==> src/hdl/fldc_pkg.sv <==
// ----------------------------------------------------------------------------
// fldc_pkg: shared types and constants of the frame latency delay controller
// Word formats, opcodes, register indexes, controller states and fixed values.
// ----------------------------------------------------------------------------
package fldc_pkg;

  localparam int unsigned TARGET_W   = 30;
  localparam int unsigned LIMIT_W    = 30;
  localparam int unsigned INTERVAL_W = 34;
  localparam int unsigned CFG_W      = 34;
  localparam int unsigned CFG_IDX_W  = 2;

  localparam logic [TARGET_W-1:0]   TARGET_RST   = 30'd4000000;
  localparam logic [LIMIT_W-1:0]    LIMIT_RST    = 30'd100000000;
  localparam logic [INTERVAL_W-1:0] INTERVAL_RST = 34'd1000000000;

  // max-FPS period divider: 1e9 / max_fps, one quotient bit per cycle
  localparam int unsigned DIV_BITS = 30;
  localparam int unsigned DIV_CNT_W = $clog2(DIV_BITS + 1);
  localparam logic [DIV_BITS-1:0] FPS_PERIOD_NS = 30'd1000000000;

  localparam logic [62:0] MAX63 = {63{1'b1}};

  typedef enum logic [1:0] {
    OP_EVAL  = 2'd0,
    OP_BEGIN = 2'd1,
    OP_CALIB = 2'd2,
    OP_NONE  = 2'd3
  } op_t;

  typedef enum logic [CFG_IDX_W-1:0] {
    CFG_TARGET_DELAY   = 2'd0,
    CFG_WAIT_LIMIT     = 2'd1,
    CFG_RECAL_INTERVAL = 2'd2,
    CFG_UNUSED         = 2'd3
  } cfg_idx_t;

  typedef struct packed {
    logic [1:0]  opcode;
    logic [47:0] min_start_dly;
    logic [62:0] now_ns;
    logic [62:0] last_start_ns;
    logic [15:0] max_fps;
    logic [62:0] gpu_ns;
  } in_word_t;

  typedef struct packed {
    logic [29:0]        wait_ns;
    logic [62:0]        deadline_ns;
    logic               recalibrate;
    logic signed [63:0] clock_offset_out;
  } out_word_t;

  typedef enum logic [3:0] {
    ST_IDLE,
    ST_DECODE,
    ST_EVAL,
    ST_SUM,
    ST_LIMIT,
    ST_DEAD,
    ST_DIVW,
    ST_CAP,
    ST_CMP,
    ST_CALIB,
    ST_CALIB2,
    ST_FIN
  } state_t;

  typedef struct packed {
    logic load_in;
    logic eval;
    logic sum;
    logic limit;
    logic dead;
    logic cap;
    logic cmp;
    logic calib;
    logic calib2;
    logic out_load;
  } cmd_t;

  typedef struct packed {
    op_t  opcode;
    logic div_done;
    logic out_free;
  } sts_t;

endpackage

==> src/hdl/frame_latency_delay_controller.sv <==
// ----------------------------------------------------------------------------
// frame_latency_delay_controller: frame-pacing delay regulator
// Adapts a per-frame wait from GPU start delays and tracks the CPU/GPU offset.
// ----------------------------------------------------------------------------
// Words are handled one at a time. An evaluated frame is decoded, evaluated
// and returns no result. A frame begin steps through decode, sum, limit,
// deadline, the wait on the bit-serial divider that forms the max-FPS period
// (30 quotient bits, one per cycle), cap, compare and output load. A
// calibration sample steps through decode, calib, calib2 and output load. A
// finished result sits in the output register; the next word is taken once
// the sequencer is idle, even while that result waits for the receiver. A
// later result holds in its last step until the output register is free.
module frame_latency_delay_controller
  import fldc_pkg::*;
(
  input  logic                 clk,
  input  logic                 rst_n,
  input  logic                 cfg_we,
  input  logic [CFG_IDX_W-1:0] cfg_index,
  input  logic [CFG_W-1:0]     cfg_wdata,
  input  logic                 in_valid,
  output logic                 in_stall,
  input  in_word_t             in_word,
  output logic                 out_valid,
  input  logic                 out_stall,
  output out_word_t            out_word
);

  cmd_t cmd;
  sts_t sts;

  fldc_ctrl u_ctrl (
    .clk      (clk),
    .rst_n    (rst_n),
    .in_valid (in_valid),
    .in_stall (in_stall),
    .sts      (sts),
    .cmd      (cmd)
  );

  fldc_dp u_dp (
    .clk       (clk),
    .rst_n     (rst_n),
    .cfg_we    (cfg_we),
    .cfg_index (cfg_index),
    .cfg_wdata (cfg_wdata),
    .in_word   (in_word),
    .out_valid (out_valid),
    .out_stall (out_stall),
    .out_word  (out_word),
    .cmd       (cmd),
    .sts       (sts)
  );

endmodule

==> src/hdl/fldc_ctrl.sv <==
// ----------------------------------------------------------------------------
// fldc_ctrl: sequencer of the frame latency delay controller
// Steps one word at a time through evaluate, frame begin or calibration.
// ----------------------------------------------------------------------------
module fldc_ctrl
  import fldc_pkg::*;
(
  input  logic clk,
  input  logic rst_n,
  input  logic in_valid,
  output logic in_stall,
  input  sts_t sts,
  output cmd_t cmd
);

  state_t state_r, state_nxt;

  always_ff @(posedge clk) begin
    if (!rst_n) begin
      state_r <= ST_IDLE;
    end else begin
      state_r <= state_nxt;
    end
  end

  always_comb begin
    state_nxt = state_r;
    cmd       = '0;
    in_stall  = 1'b1;
    unique case (state_r)
      ST_IDLE: begin
        in_stall = 1'b0;
        if (in_valid) begin
          cmd.load_in = 1'b1;
          state_nxt   = ST_DECODE;
        end
      end
      ST_DECODE: begin
        unique case (sts.opcode)
          OP_EVAL:  state_nxt = ST_EVAL;
          OP_BEGIN: state_nxt = ST_SUM;
          OP_CALIB: state_nxt = ST_CALIB;
          OP_NONE:  state_nxt = ST_IDLE;
        endcase
      end
      ST_EVAL: begin
        cmd.eval  = 1'b1;
        state_nxt = ST_IDLE;
      end
      ST_SUM: begin
        cmd.sum   = 1'b1;
        state_nxt = ST_LIMIT;
      end
      ST_LIMIT: begin
        cmd.limit = 1'b1;
        state_nxt = ST_DEAD;
      end
      ST_DEAD: begin
        cmd.dead  = 1'b1;
        state_nxt = ST_DIVW;
      end
      ST_DIVW: begin
        if (sts.div_done) begin
          state_nxt = ST_CAP;
        end
      end
      ST_CAP: begin
        cmd.cap   = 1'b1;
        state_nxt = ST_CMP;
      end
      ST_CMP: begin
        cmd.cmp   = 1'b1;
        state_nxt = ST_FIN;
      end
      ST_CALIB: begin
        cmd.calib = 1'b1;
        state_nxt = ST_CALIB2;
      end
      ST_CALIB2: begin
        cmd.calib2 = 1'b1;
        state_nxt  = ST_FIN;
      end
      ST_FIN: begin
        if (sts.out_free) begin
          cmd.out_load = 1'b1;
          state_nxt    = ST_IDLE;
        end
      end
      default: state_nxt = ST_IDLE;
    endcase
  end

endmodule

==> src/hdl/fldc_dp.sv <==
// ----------------------------------------------------------------------------
// fldc_dp: datapath of the frame latency delay controller
// Config and pacing state, FPS period divider, result and output registers.
// ----------------------------------------------------------------------------
module fldc_dp
  import fldc_pkg::*;
(
  input  logic                 clk,
  input  logic                 rst_n,
  input  logic                 cfg_we,
  input  logic [CFG_IDX_W-1:0] cfg_index,
  input  logic [CFG_W-1:0]     cfg_wdata,
  input  in_word_t             in_word,
  output logic                 out_valid,
  input  logic                 out_stall,
  output out_word_t            out_word,
  input  cmd_t                 cmd,
  output sts_t                 sts
);

  localparam logic signed [63:0] MAX_S64 = {1'b0, {63{1'b1}}};
  localparam logic signed [63:0] MIN_S64 = {1'b1, 63'd0};

  function automatic logic signed [63:0] sat_add64(input logic signed [63:0] a,
                                                   input logic signed [63:0] b);
    logic signed [63:0] s;
    s = a + b;
    if (!a[63] && !b[63] && s[63]) begin
      return MAX_S64;
    end else if (a[63] && b[63] && !s[63]) begin
      return MIN_S64;
    end
    return s;
  endfunction

  // signed divide by 2^k, truncating toward zero
  function automatic logic signed [63:0] sdiv_pow2(input logic signed [63:0] x,
                                                   input int unsigned k);
    logic signed [63:0] bias;
    bias = x[63] ? ((64'sd1 <<< k) - 64'sd1) : 64'sd0;
    return (x + bias) >>> k;
  endfunction

  logic [TARGET_W-1:0]   target_r;
  logic [LIMIT_W-1:0]    limit_r;
  logic [INTERVAL_W-1:0] interval_r;

  logic signed [63:0] base_r, prev_r, pend_r, offset_r;
  logic [63:0]        recal_at_r;
  logic               calibrated_r;
  logic               out_valid_r;

  in_word_t           in_r;
  logic signed [63:0] imposed_r;
  logic [63:0]        fresh_r;
  logic [29:0]        wait_r;
  logic [62:0]        dead_r;
  logic               recal_r;
  out_word_t          out_r;

  logic [DIV_CNT_W-1:0] cnt_r;
  logic [15:0]          rem_r;
  logic [DIV_BITS-1:0]  dvd_r;

  // evaluated frame
  logic signed [63:0] diff, base_half, nb, nb_floor, pend_else;
  logic               shrink;

  always_comb begin
    diff      = $signed({16'd0, in_r.min_start_dly}) - $signed({34'd0, target_r});
    shrink    = (in_r.min_start_dly < 48'(target_r >> 1)) &&
                (prev_r[63] || prev_r == 64'sd0);
    base_half = sdiv_pow2(base_r, 1);
    nb        = sat_add64(base_r, sdiv_pow2(diff, 5));
    nb_floor  = nb[63] ? 64'sd0 : nb;
    pend_else = sdiv_pow2(diff, 1) - sdiv_pow2(prev_r, 2);
  end

  // frame begin
  logic        over;
  logic [63:0] dsum, csum;
  logic [62:0] cap_sat;

  always_comb begin
    over    = imposed_r > $signed({34'd0, limit_r});
    dsum    = {1'b0, in_r.now_ns} + {34'd0, wait_r};
    csum    = {1'b0, in_r.last_start_ns} + {34'd0, dvd_r};
    cap_sat = csum[63] ? MAX63 : csum[62:0];
  end

  // calibration
  logic signed [63:0] offset_nxt;

  always_comb begin
    if (!calibrated_r) begin
      offset_nxt = $signed(fresh_r);
    end else if ($signed(fresh_r) >= offset_r) begin
      offset_nxt = offset_r + $signed((fresh_r - offset_r) >> 3);
    end else begin
      offset_nxt = offset_r - $signed((offset_r - fresh_r) >> 3);
    end
  end

  // divider step
  logic [16:0] rem_sh;
  logic        ge;

  always_comb begin
    rem_sh = {rem_r, dvd_r[DIV_BITS-1]};
    ge     = rem_sh >= {1'b0, in_r.max_fps};
  end

  always_ff @(posedge clk) begin
    if (!rst_n) begin
      target_r     <= TARGET_RST;
      limit_r      <= LIMIT_RST;
      interval_r   <= INTERVAL_RST;
      base_r       <= '0;
      prev_r       <= '0;
      pend_r       <= '0;
      offset_r     <= '0;
      recal_at_r   <= '0;
      calibrated_r <= 1'b0;
      out_valid_r  <= 1'b0;
      cnt_r        <= '0;
    end else begin
      if (cfg_we) begin
        unique case (cfg_idx_t'(cfg_index))
          CFG_TARGET_DELAY:   target_r   <= cfg_wdata[TARGET_W-1:0];
          CFG_WAIT_LIMIT:     limit_r    <= cfg_wdata[LIMIT_W-1:0];
          CFG_RECAL_INTERVAL: interval_r <= cfg_wdata[INTERVAL_W-1:0];
          default: ;
        endcase
      end
      if (cmd.eval) begin
        if (shrink) begin
          base_r <= base_half;
          pend_r <= -base_half;
        end else begin
          base_r <= nb_floor;
          pend_r <= pend_else;
        end
      end
      if (cmd.limit) begin
        pend_r <= '0;
        prev_r <= over ? 64'sd0 : pend_r;
        if (over) begin
          base_r <= '0;
        end
      end
      if (cmd.calib) begin
        recal_at_r <= {1'b0, in_r.now_ns} + {30'd0, interval_r};
      end
      if (cmd.calib2) begin
        offset_r     <= offset_nxt;
        calibrated_r <= 1'b1;
      end
      if (cmd.sum) begin
        cnt_r <= DIV_CNT_W'(DIV_BITS);
      end else if (cnt_r != '0) begin
        cnt_r <= cnt_r - 1'b1;
      end
      if (cmd.out_load) begin
        out_valid_r <= 1'b1;
      end else if (!out_stall) begin
        out_valid_r <= 1'b0;
      end
    end
  end

  always_ff @(posedge clk) begin
    if (cmd.load_in) begin
      in_r <= in_word;
    end
    if (cmd.sum) begin
      imposed_r <= sat_add64(base_r, pend_r);
      rem_r     <= '0;
      dvd_r     <= FPS_PERIOD_NS;
    end else if (cnt_r != '0) begin
      rem_r <= ge ? 16'(rem_sh - {1'b0, in_r.max_fps}) : rem_sh[15:0];
      dvd_r <= {dvd_r[DIV_BITS-2:0], ge};
    end
    if (cmd.limit) begin
      recal_r <= over;
      wait_r  <= (over || imposed_r[63]) ? 30'd0 : imposed_r[29:0];
    end
    if (cmd.dead) begin
      dead_r <= dsum[63] ? MAX63 : dsum[62:0];
    end
    if (cmd.cap) begin
      if (in_r.max_fps != 16'd0 && cap_sat > dead_r) begin
        dead_r <= cap_sat;
      end
    end
    if (cmd.cmp) begin
      if ({1'b0, dead_r} > recal_at_r) begin
        recal_r <= 1'b1;
      end
    end
    if (cmd.calib) begin
      fresh_r <= {1'b0, in_r.now_ns} - {1'b0, in_r.gpu_ns};
      wait_r  <= '0;
      dead_r  <= '0;
      recal_r <= 1'b0;
    end
    if (cmd.out_load) begin
      out_r.wait_ns          <= wait_r;
      out_r.deadline_ns      <= dead_r;
      out_r.recalibrate      <= recal_r;
      out_r.clock_offset_out <= offset_r;
    end
  end

  assign out_valid    = out_valid_r;
  assign out_word     = out_r;
  assign sts.opcode   = op_t'(in_r.opcode);
  assign sts.div_done = (cnt_r == '0);
  assign sts.out_free = !out_valid_r || !out_stall;

endmodule

==> config.mk <==
export PLATFORM = sky130hd
export DESIGN_NAME = frame_latency_delay_controller
export DESIGN_NICKNAME = d
export VERILOG_FILES = /design/src/hdl/fldc_pkg.sv /design/src/hdl/frame_latency_delay_controller.sv /design/src/hdl/fldc_ctrl.sv /design/src/hdl/fldc_dp.sv
export SDC_FILE = /design/constraint.sdc
export NUM_CORES = 2
export LEC_CHECK = 0
export BUFFER_PORTS_ARGS = -buffer_cell sky130_fd_sc_hd__buf_2
export CELL_PAD_IN_SITES_DETAIL_PLACEMENT = 1
export CELL_PAD_IN_SITES_GLOBAL_PLACEMENT = 1
export CORE_ASPECT_RATIO = 0.6
export CORE_MARGIN = 3
export CORE_UTILIZATION = 40
export CTS_CLUSTER_SIZE = 12
export DETAILED_ROUTE_END_ITERATION = 8
export PLACE_DENSITY_LB_ADDON = 0.1
export SYNTH_ARGS = -nofsm -noshare
export SYNTH_HDL_FRONTEND = slang
export SYNTH_SLANG_ARGS = --single-unit
export TNS_END_PERCENT = 30
==> constraint.sdc <==
create_clock -name clk -period 12.8 [get_ports clk]
set_input_delay 3.84 -clock clk [delete_from_list [all_inputs] [get_ports clk]]
set_output_delay 3.84 -clock clk [all_outputs]
set_load 0.02 [all_outputs]
==> results_dict.tcl <==
set metrics [dict create \
    worst_hold_path_type "reg2reg" \
    dieArea_um2 218000 \
    crit_top_cell "a21oi_1" \
    grt_start_max_net_pins 80 \
    finalHoldViolations 0 \
    cts_resized 0 \
    num_io_pins 456 \
    synthXorXnorAreaFrac 0.08748 \
    postSynth.asyncResetShare 0 \
    rsz0062_at_grt "no" \
    htreeDepth 3 \
    cts_root_buffer "clkbuf_16" \
    ys_seq_area_frac 0.3246 \
    place_inst 13100 \
    synth-edff-count 541 \
    p_total_mw 12.79 \
    hpwl_um 317800 \
    nets 11470 \
    cts.sinks 1106 \
    worstMarginPinSlew_ns 1.344 \
    cts_tree "done" \
    cap_violations 0 \
    initial_core_util 0.4040 \
    syn_area_um2 84900 \
    power_frac_comb 0.368 \
    r2r_slack_ns 1.40 \
    fin_cells 13340 \
    crit_path_max_incr_delay_ns 0.77 \
    dr.pass1.iters 5 \
    layout-drive-gt1-share 0.08534 \
    finalSetupViolCount 0 \
    yosys_register_bits 1106 \
    syn_area_per_cell_um2 8.381 \
    drc 0 \
    drtIter0Drc 9555 \
    yosys_warnings 0 \
    r2r_cells 42 \
    end_kind "register" \
    fin_util 0.4476 \
    cp_slowest_cell "and2_1" \
    path_clk_slew_ns 0.07 \
    gp_congestion 1.001 \
    post-place-ws_ns 1.704 \
    crit_fanout 18 \
    die_h_um 362.9 \
    grt_overflow 0 \
    peakVddDrop_v 0.0001544 \
    largest_reg_flops 253 \
    dr_total_vias 83120 \
    p_leak_nw 38.30 \
    post-route-min-period_ns 11.40 \
    p_sw_mw 4.986 \
    grt_pass1_wl_um 559900 \
    vias_per_cell 6.232 \
    grtUsageTotal 0.3418 \
    synth_top_family_by_area "compound AO/OA/AOI/OAI gates" \
    period_share 0.8903 \
    syn_to_final_growth_pct 10.79 \
    start_kind "register" \
    critical_path_class "reg2reg" \
    mostFrequentLayoutCells "a21oi_1, nand2_1, ha_1, nor2_1, o21ai_0" \
    muxShareOfSynthArea 0.01092 \
    coreArea_um2 210200 \
    layout_commonest_cell "a21oi_1" \
    cts_setup_buffers 0 \
    synth_cell_types 100 \
    fp-row-count 130 \
    internal_power_mw 7.804 \
    fmaxAchievable_ghz 0.08775 \
    drt.antenna.violating_nets 0 \
    slew_violations 0 \
    finalWorstSetupSlack_ns 1.404 \
    max-slew-margin-rel 0.09747 \
    antenna_found_initial 45 \
    synthAdderAreaFrac 0.1180 \
    synth_nets 11220 \
    max-clock-path-buffers 3 \
    synth_compound_area_frac 0.2360 \
    critPathRequiredTime_ns 13.46 \
    synthSimpleGateAreaFrac 0.1764 \
    cts_inserted_buffers 117 \
    sw_frac_of_total 0.3898 \
    die_x_um 600.8 \
    arrival_ns 12.06 \
    synthCells 10130 \
    grt_pass1_vias 79710 \
    power_frac_seq 0.355 \
    wl_per_cell_um 29.04 \
    drt-total-wl_um 387400 \
    ctsHoldBuffers 0 \
    clk_latency_ns 0.78 \
    powerDensity_nw_per_um2 136.0 \
    ys.flop_type "dfxtp_1" \
    tns_ns 0 \
    top_register "u_dp.in_r" \
    hold_depth 0 \
    io_buffers 455 \
    p_clk_frac 0.278 \
    skew_ns 0.06129 \
    status "finished, final reports clean" \
]
critical path: cells and delay by family (launching register included):
family          cells  cell delay, ns
compound gates     25            5.77
fa+ha+maj           4            1.52
buf+inv             2            0.57
simple gates       11            2.97
flops               1            0.42
through the flow:
step                      hold WS (ns)  area [um^2]
after floorplan                 0.4081        84900
after global placement          0.4177        90160
after detailed placement        0.4169        90190
after CTS                       0.4353        94030
after global routing            0.4514        94050
final                           0.4399        94070
cells in the mapped netlist, drive strengths merged, types with 92 or more instances:
cell / number / area [um^2]
nor3: 221 / 1116
nand2: 944 / 3546
o21ai: 637 / 3188
and3: 111 / 694.4
xor2: 310 / 2715
nand3: 259 / 1301
a21oi: 959 / 4811
nand4: 215 / 1345
nor2b: 111 / 694.4
nor4: 92 / 609.3
a22o: 101 / 884.6
clkbuf: 381 / 1430
ha: 783 / 9797
o21a: 114 / 855.8
edfxtp: 541 / 16250
dfxtp: 565 / 11310
inv: 604 / 2267
a21o: 448 / 3363
o21bai: 96 / 720.7
a211oi: 178 / 1336
nand2b: 107 / 669.4
xnor2: 538 / 4712
nor2: 758 / 2850
per-layer routing:
layer	wire, um	global-route usage
met1	189200	0.5372
met5	152	0
met3	39640	0.07481
met2	146700	0.4530
met4	11680	0.09834
power groups by stage:
stage,Clock [mW],Combinational [mW],Sequential (mW)
global placement,0,4.40,4.59
global route,3.75,5.16,4.56
detailed placement,0,4.56,4.59
floorplan,0,3.16,4.39
finish,3.55,4.70,4.54
CTS,3.60,4.60,4.52
cell type report:
class	instances	area (um^2)
antenna	13	32.53
clock buffer	181	3387
clock inverter	41	460.4
fill	25040	116100
inverter	605	2282
multi-input combinational	7979	53600
sequential	1106	27560
tap	2838	3551
timing repair buffer	575	3193
worst paths after layout:
path / to / startpoint
max: u_dp.base_r[57]$_SDFF_PN0_ / u_dp.in_r[222]$_DFFE_PP_
min: u_dp.out_word[64]$_DFFE_PP_ / u_dp.recal_r$_SDFF_PP0_
max reg2reg: u_dp.base_r[57]$_SDFF_PN0_ / u_dp.in_r[222]$_DFFE_PP_
min reg2reg: u_dp.out_word[64]$_DFFE_PP_ / u_dp.recal_r$_SDFF_PP0_
kinds of logic after synthesis:
group / Yosys count
flops: 1106
fa+ha+maj: 794
compound gates: 3132
mux: 90
buf+inv: 1045
simple gates: 3115
xor+xnor: 848
(Power assumes the default switching activity.)
